## src/rtl/rth_pkg.sv

```systemverilog
// Shared types and constants for the RGB to HSL converter.
// No dependencies; imported by every module under rtl/.
package rth_pkg;

    // Channel width and quotient width of each divider row
    localparam int CH_W    = 8;
    localparam int Q_W     = 15;
    localparam int NUM_W   = CH_W + Q_W;   // numerator width: 23 bits
    localparam int POS_W   = 11;           // hue position, 0 .. 6*255 - 1
    localparam int SAT_W   = 13;
    localparam int SUM_W   = 9;

    // Fixed-point scale factors
    localparam logic [11:0] HUE_SECTOR = 12'd3840;   // 60 degrees in 1/64 degree
    localparam int          SAT_SHIFT  = 12;         // saturation scale 4096

    // Input beat
    typedef struct packed {
        logic [CH_W-1:0] red;
        logic [CH_W-1:0] green;
        logic [CH_W-1:0] blue;
    } t_pix_in;

    // Result beat
    typedef struct packed {
        logic [Q_W-1:0]   hue_q;
        logic [SAT_W-1:0] sat_q;
        logic [SUM_W-1:0] light_sum;
    } t_pix_out;

    // One restoring-division lane: partial remainder, numerator bits still to
    // be consumed with quotient bits filling in from the bottom, and divisor
    typedef struct packed {
        logic [CH_W-1:0] rem;
        logic [Q_W-1:0]  nq;
        logic [CH_W-1:0] den;
    } t_div;

    // Everything handed from one cell to the next
    typedef struct packed {
        logic             valid;
        logic             grey;
        logic [SUM_W-1:0] light_sum;
        t_div             hue;
        t_div             sat;
    } t_stage;

endpackage

```

## src/rtl/rth_front.sv

```systemverilog
// Front stage: max/min, hue position, numerators and divisors.
// Depends on rth_pkg.
module rth_front
    import rth_pkg::*;
(
    input  logic    i_clk,
    input  logic    i_rst_n,
    input  logic    i_valid,
    input  t_pix_in i_pix,
    output t_stage  o_stage
);

    logic [CH_W-1:0]  mx, mn, delta, sat_den;
    logic [SUM_W-1:0] sum;
    logic [POS_W-1:0] pos, r_e, g_e, b_e, d_e;
    logic [NUM_W-1:0] hue_num;
    t_stage           n_stage, r_stage;

    // True maximum and minimum
    always_comb begin
        mx = i_pix.red;
        if (i_pix.green > mx) mx = i_pix.green;
        if (i_pix.blue > mx)  mx = i_pix.blue;
        mn = i_pix.red;
        if (i_pix.green < mn) mn = i_pix.green;
        if (i_pix.blue < mn)  mn = i_pix.blue;
    end

    assign delta = mx - mn;
    assign sum   = {1'b0, mx} + {1'b0, mn};
    assign r_e   = POS_W'(i_pix.red);
    assign g_e   = POS_W'(i_pix.green);
    assign b_e   = POS_W'(i_pix.blue);
    assign d_e   = POS_W'(delta);

    // Hue position k*delta + diff, always in [0, 6*delta); red wins ties, then green
    always_comb begin
        if (i_pix.red == mx) begin
            if (i_pix.green >= i_pix.blue) pos = g_e - b_e;
            else                           pos = POS_W'(6) * d_e - (b_e - g_e);
        end else if (i_pix.green == mx) begin
            pos = (d_e << 1) + b_e - r_e;
        end else begin
            pos = (d_e << 2) + r_e - g_e;
        end
    end

    assign hue_num = NUM_W'(HUE_SECTOR) * NUM_W'(pos);

    // Dark rule up to and including the midpoint, light rule above it
    assign sat_den = (sum <= SUM_W'(255)) ? sum[CH_W-1:0]
                                          : CH_W'(SUM_W'(510) - sum);

    // Load both division lanes; top numerator bits seed the remainder
    always_comb begin
        n_stage           = r_stage;
        n_stage.valid     = i_valid;
        n_stage.grey      = (delta == '0);
        n_stage.light_sum = sum;
        n_stage.hue.rem   = hue_num[NUM_W-1:Q_W];
        n_stage.hue.nq    = hue_num[Q_W-1:0];
        n_stage.hue.den   = delta;
        n_stage.sat.rem   = CH_W'(delta >> (Q_W - SAT_SHIFT));
        n_stage.sat.nq    = Q_W'({delta, SAT_SHIFT'(0)});
        n_stage.sat.den   = sat_den;
    end

    always_ff @(posedge i_clk) begin
        if (!i_rst_n) begin
            r_stage.valid <= 1'b0;
        end else begin
            r_stage.valid <= n_stage.valid;
        end
        r_stage.grey      <= n_stage.grey;
        r_stage.light_sum <= n_stage.light_sum;
        r_stage.hue       <= n_stage.hue;
        r_stage.sat       <= n_stage.sat;
    end

    assign o_stage = r_stage;

endmodule

```

## src/rtl/rth_cell.sv

```systemverilog
// One cell of the divider chain: one quotient bit for hue and for saturation.
// Depends on rth_pkg.
module rth_cell
    import rth_pkg::*;
(
    input  logic   i_clk,
    input  logic   i_rst_n,
    input  t_stage i_stage,
    output t_stage o_stage
);

    t_stage n_stage, r_stage;

    // Restoring step: shift in the next numerator bit, subtract if it fits
    function automatic t_div div_step(input t_div d);
        logic [CH_W:0] t;
        logic          q;
        t_div          o;
        t = {d.rem, d.nq[Q_W-1]};
        q = (t >= {1'b0, d.den});
        o.den = d.den;
        o.rem = q ? CH_W'(t - {1'b0, d.den}) : t[CH_W-1:0];
        o.nq  = {d.nq[Q_W-2:0], q};
        return o;
    endfunction

    always_comb begin
        n_stage     = i_stage;
        n_stage.hue = div_step(i_stage.hue);
        n_stage.sat = div_step(i_stage.sat);
    end

    always_ff @(posedge i_clk) begin
        if (!i_rst_n) begin
            r_stage.valid <= 1'b0;
        end else begin
            r_stage.valid <= n_stage.valid;
        end
        r_stage.grey      <= n_stage.grey;
        r_stage.light_sum <= n_stage.light_sum;
        r_stage.hue       <= n_stage.hue;
        r_stage.sat       <= n_stage.sat;
    end

    assign o_stage = r_stage;

endmodule

```

## src/rtl/rgb_to_hsl.sv

```systemverilog
// RGB to HSL converter, top level: front stage, divider cell chain, output register.
// Depends on rth_pkg, rth_front and rth_cell.
//
// Takes one 8-bit RGB pixel on every clock in which start is high; busy is
// always low, so a new pixel may be offered each cycle. Each pixel yields one
// result, shown for exactly one cycle with o_valid high, once it has passed
// one front stage, fifteen divider cells (one quotient bit each for hue and
// saturation) and one output register. The receiver cannot hold results
// off. hue_q is hue in 1/64 degree (0 for grey), sat_q is saturation times
// 4096 (0 for grey), light_sum is max plus min.
module rgb_to_hsl
    import rth_pkg::*;
(
    input  logic     i_clk,
    input  logic     i_rst_n,
    input  logic     start,
    input  t_pix_in  i_pix,
    output logic     busy,
    output logic     o_valid,
    output t_pix_out o_res
);

    t_stage   chain [Q_W+1];
    t_pix_out n_res, r_res;
    logic     r_valid;

    assign busy = 1'b0;

    rth_front u_front (
        .i_clk   (i_clk),
        .i_rst_n (i_rst_n),
        .i_valid (start),
        .i_pix   (i_pix),
        .o_stage (chain[0])
    );

    // Divider chain: one cell per quotient bit
    for (genvar i = 0; i < Q_W; i++) begin : g_cell
        rth_cell u_cell (
            .i_clk   (i_clk),
            .i_rst_n (i_rst_n),
            .i_stage (chain[i]),
            .o_stage (chain[i+1])
        );
    end

    // Grey pixels force hue and saturation to zero
    always_comb begin
        n_res.light_sum = chain[Q_W].light_sum;
        if (chain[Q_W].grey) begin
            n_res.hue_q = '0;
            n_res.sat_q = '0;
        end else begin
            n_res.hue_q = chain[Q_W].hue.nq;
            n_res.sat_q = chain[Q_W].sat.nq[SAT_W-1:0];
        end
    end

    always_ff @(posedge i_clk) begin
        if (!i_rst_n) begin
            r_valid <= 1'b0;
        end else begin
            r_valid <= chain[Q_W].valid;
        end
        r_res <= n_res;
    end

    assign o_valid = r_valid;
    assign o_res   = r_res;

endmodule

```

## config.mk

```make
export PLATFORM = sky130hd
export DESIGN_NAME = rgb_to_hsl
export DESIGN_NICKNAME = d
export VERILOG_FILES = /design/src/rtl/rth_pkg.sv /design/src/rtl/rth_front.sv /design/src/rtl/rth_cell.sv /design/src/rtl/rgb_to_hsl.sv
export SDC_FILE = /design/constraint.sdc
export NUM_CORES = 2
export LEC_CHECK = 0
export BUFFER_PORTS_ARGS = -buffer_cell sky130_fd_sc_hd__buf_2
export CAP_MARGIN = 15
export CORE_MARGIN = 2
export CORE_UTILIZATION = 56
export DETAILED_ROUTE_END_ITERATION = 8
export PLACE_DENSITY = 0.75
export SYNTH_ARGS = -nofsm -noshare
export SYNTH_HDL_FRONTEND = slang
export SYNTH_SLANG_ARGS = --single-unit
```

## constraint.sdc

```tcl
create_clock -name i_clk -period 9 [get_ports i_clk]
set_clock_uncertainty 0.15 [all_clocks]
set_input_delay 0.45 -clock i_clk [delete_from_list [all_inputs] [get_ports i_clk]]
set_output_delay 0.45 -clock i_clk [all_outputs]
set_load 0.05 [all_outputs]
```

==> summary.md <==
| Metric | Value |
|---|---|
| TritonCTS Sinks | 895 |
| Fill cells | 4745 |
| Total area of sequential cells | 17920 um^2 |
| Async S/R FF share, synth | 0% |
| Critical path start-end classification | input pin to flop |
| Final weighted congestion in routability-driven placement | 0.9407 |
| Portion of the post-synthesis area used by sequential elements | 49.88% |
| Critical-path maximum fanout | 14 |
| Placeable core region | 63200 um^2 |
| Number of CTS-inserted buffers | 86 |
| Hold path endpoint | g_cell[14].u_cell.o_stage[9] |
| Final Cycle Share | 95.25% |
| Netlist cell types | 71 |
| Pin count of the biggest net entering global routing | 29 |
| Fin. Hold Viols | 0 |
| Layout area overhead | 16.42% |
| Iteration count of the initial detailed-routing pass | 6 |
| Remaining design rule violation count | 0 |
| Number of max-slew violations in the final report | 0 |
| Count of nets left with antenna violations after detail routing | 0 |
| Clock slew at reported path FFs | 0.06 ns |
| Cells on worst reg2reg path | 11 |
| Number of stages on the worst hold path | 0 |
| Outcome | complete, no violations |
| Number of antenna cells inserted | 0 |
| Routed wire per std cell | 14.24 um |
| Largest stage delay, worst path | 0.53 ns |
| Core Rows | 92 |
| Count of final setup violators | 0 |
| CP bufs+invs | 7 |
| Yosys reg bits | 895 |
| Input/output buffers | 64 |
| Final critical-path required period | 8.572 ns |
| Share of final-layout standard cells stronger than drive strength 1 | 15.47% |
| Post-synthesis instance total | 3370 |
| Fmax achieved | 116.7 MHz |
| HPWL after detailed placement | 49.29 mm |
| Max Root-Sink Buffers | 3 |
| Most frequent cell on the critical path | ha_1 |
| Iteration-0 DRC Markers | 871 |
| Leading cell types by total area after synthesis | dfxtp_1, ha_1, inv_1, mux2_2, fa_1 |
| Most numerous cell types in the synthesized netlist | dfxtp_1, inv_1, ha_1, nor2_1, o21ai_0 |
| Total global routing track utilization | 20.06% |
| Routed vias | 23020 |
| Top flip-flop cell by instance count after synthesis | dfxtp_1 |
| Area of the mapped netlist | 35920 um^2 |
| Start of the worst register-to-register path | g_cell[0].u_cell.o_stage[32] |
| First-pass GRT wire length | 109.2 mm |
| Critical register-to-register path endpoint | g_cell[1].u_cell.o_stage[56] |
| Y dimension of the die | 257.3 um |
| Startpoint of the most critical hold path | g_cell[13].u_cell.o_stage[8] |
| Area taken by multi-input logic gates | 16390 um^2 |
| Most frequent cell after synthesis | dfxtp_1 |
| EDFF count, synth | 0 |
| DR vias/cell | 5.011 |
| Critical path capture point type | flop |
| Critical-path top delay cell | fa_1 |
| Required time of the critical path | 9.41 ns |
| Number of warnings printed during yosys synthesis | 0 |
| Buffer type at the clock tree root | clkbuf_16 |
| Initial antenna violation count | 0 |
| Clock Latency Late Sink | 0.67 ns |
| Horizontal die dimension | 257.3 um |
| Top cell type's share of synthesized area | 49.88% |
| H-tree Lvls | 3 |
| Vias in the first global route | 23870 |
| Total Routed Length | 65.41 mm |
| Relative slew slack | 26.64% |
| CP arrival | 8.98 ns |
| Worst Setup Start Kind | input pin |
| Number of placed I/O pins | 66 |
| Utilization of the core after routing | 66.17% |
| CTS tree | done |
| GRT overflow | 0 |
| Library cell occupying the most area in the post-synthesis netlist | dfxtp_1 |
| Synthesized area per cell | 10.66 um^2 |
| Worst reg-to-reg setup slack | 5.52 ns |
| Starting Density | 56.84% |
| Max cap viols | 0 |
| Total Die Area | 66190 um^2 |
| Type of the tightest min-delay check | flop to flop |
| Setup repair after global routing missed its margin | no |
| Crit path max-delay family | adder cells |
| Net count after synthesis | 3818 |
| Slew @ Worst Pin | 1.100 ns |
| Final net count | 4132 |
-- through the flow --
step           instance area (um^2)  setup slack, ns  setup TNS [ns]  hold WS [ns]  cells
2_1_floorplan                 36070         0.001581               0        0.1596   3370
3_3_place_gp                  38630          -0.2531         -0.5172        0.1595   4434
3_5_place_dp                  38630          -0.4780          -1.487        0.1621   4434
4_1_cts                       41710           0.2399               0        0.1545   4589
5_1_grt                       41820          0.01363               0        0.1619   4595
6_report                      41820           0.4278               0        0.1556   4595
-- sequential cells by signal (all words and copies together), names as in the netlist --
signal,count
g_cell.u_cell.o_stage,817
o_res,37
u_front.o_stage,40
o_valid,1
-- cells by family (layout without fill, tap and decap cells) --
kind of cell	count (synthesis)	count (layout)	synth area share (%)
AO/OA/AOI/OAI	526	526	9.307
XOR/XNOR	172	172	4.215
adder cells (fa/ha/maj)	423	423	16.02
buffers and inverters	468	846	4.974
flip-flops	895	895	49.88
multiplexers	226	226	6.907
other	1	1	0.01044
AND/OR/NAND/NOR	659	660	8.691
-- cell usage in the layout (no fill, tap or decap), types with 6 or more instances in the layout --
cell and n:
xnor2_1 114, nor2_1 300, mux2_2 143, or2_2 6, clkbuf_16 86, clkbuf_1 13, nor2b_1 104, mux2_4 8
nand2_1 84, nand4_1 42, inv_1 445, nand2b_1 41, nand3_1 29, fa_1 61, buf_4 178, a21o_1 52
ha_1 352, clkinvlp_4 6, a21oi_2 8, buf_2 64, nor3_1 14, mux2i_1 73, o21ai_1 6, a21oi_1 109
o21bai_1 9, dfxtp_1 895, clkinv_16 7, bufinv_16 11, o21a_1 12, o21ai_0 171, a311oi_1 27, and2_1 19
clkbuf_8 12, a21boi_0 82, clkinv_2 12, xor2_1 55
-- final cells by class --
type	instances	area share, %
inverters	447	4.012
flip-flops and latches	895	42.85
well taps	846	2.531
repair buffers	246	4.084
clock inverters	42	1.670
multi-input cells	2008	39.20
clock buffers	111	5.658
-- repair_timing --
| action | 4_1_cts | 5_1_grt |
|---|---|---|
| endpoints found under the setup margin | 0 | 5 |
| gates resized for setup | 0 | 14 |
| hold buffers | 2 | 0 |
| endpoints found under the hold margin | 7 | 0 |
| buffers inserted | 0 | 5 |
-- worst max path at each step --
stage,startpoint,end,cells past startpoint
floorplan,i_pix[9],u_front.o_stage[60],40
global placement,i_pix[9],u_front.o_stage[61],38
CTS,i_pix[9],u_front.o_stage[60],38
finish,i_pix[13],u_front.o_stage[60],41
detailed placement,i_pix[9],u_front.o_stage[60],38
global route,i_pix[13],u_front.o_stage[60],46
-- routing by layer --
metal | up-vias | part of all wire, % | wire length (um) | global-route usage, %
met3 | 133 | 3.0 | 1944 | 2.600
met1 | 10760 | 38 | 24980 | 20.18
met5 | - | 0 | 0 | 0
li1 | 11780 | - | - | -
met2 | 356 | 56 | 36440 | 40.70
met4 | 0 | 3.1 | 2047 | 8.285
Power is not shown: default switching activity piles up to over one toggle a cycle in this logic, so the estimate is an artifact.
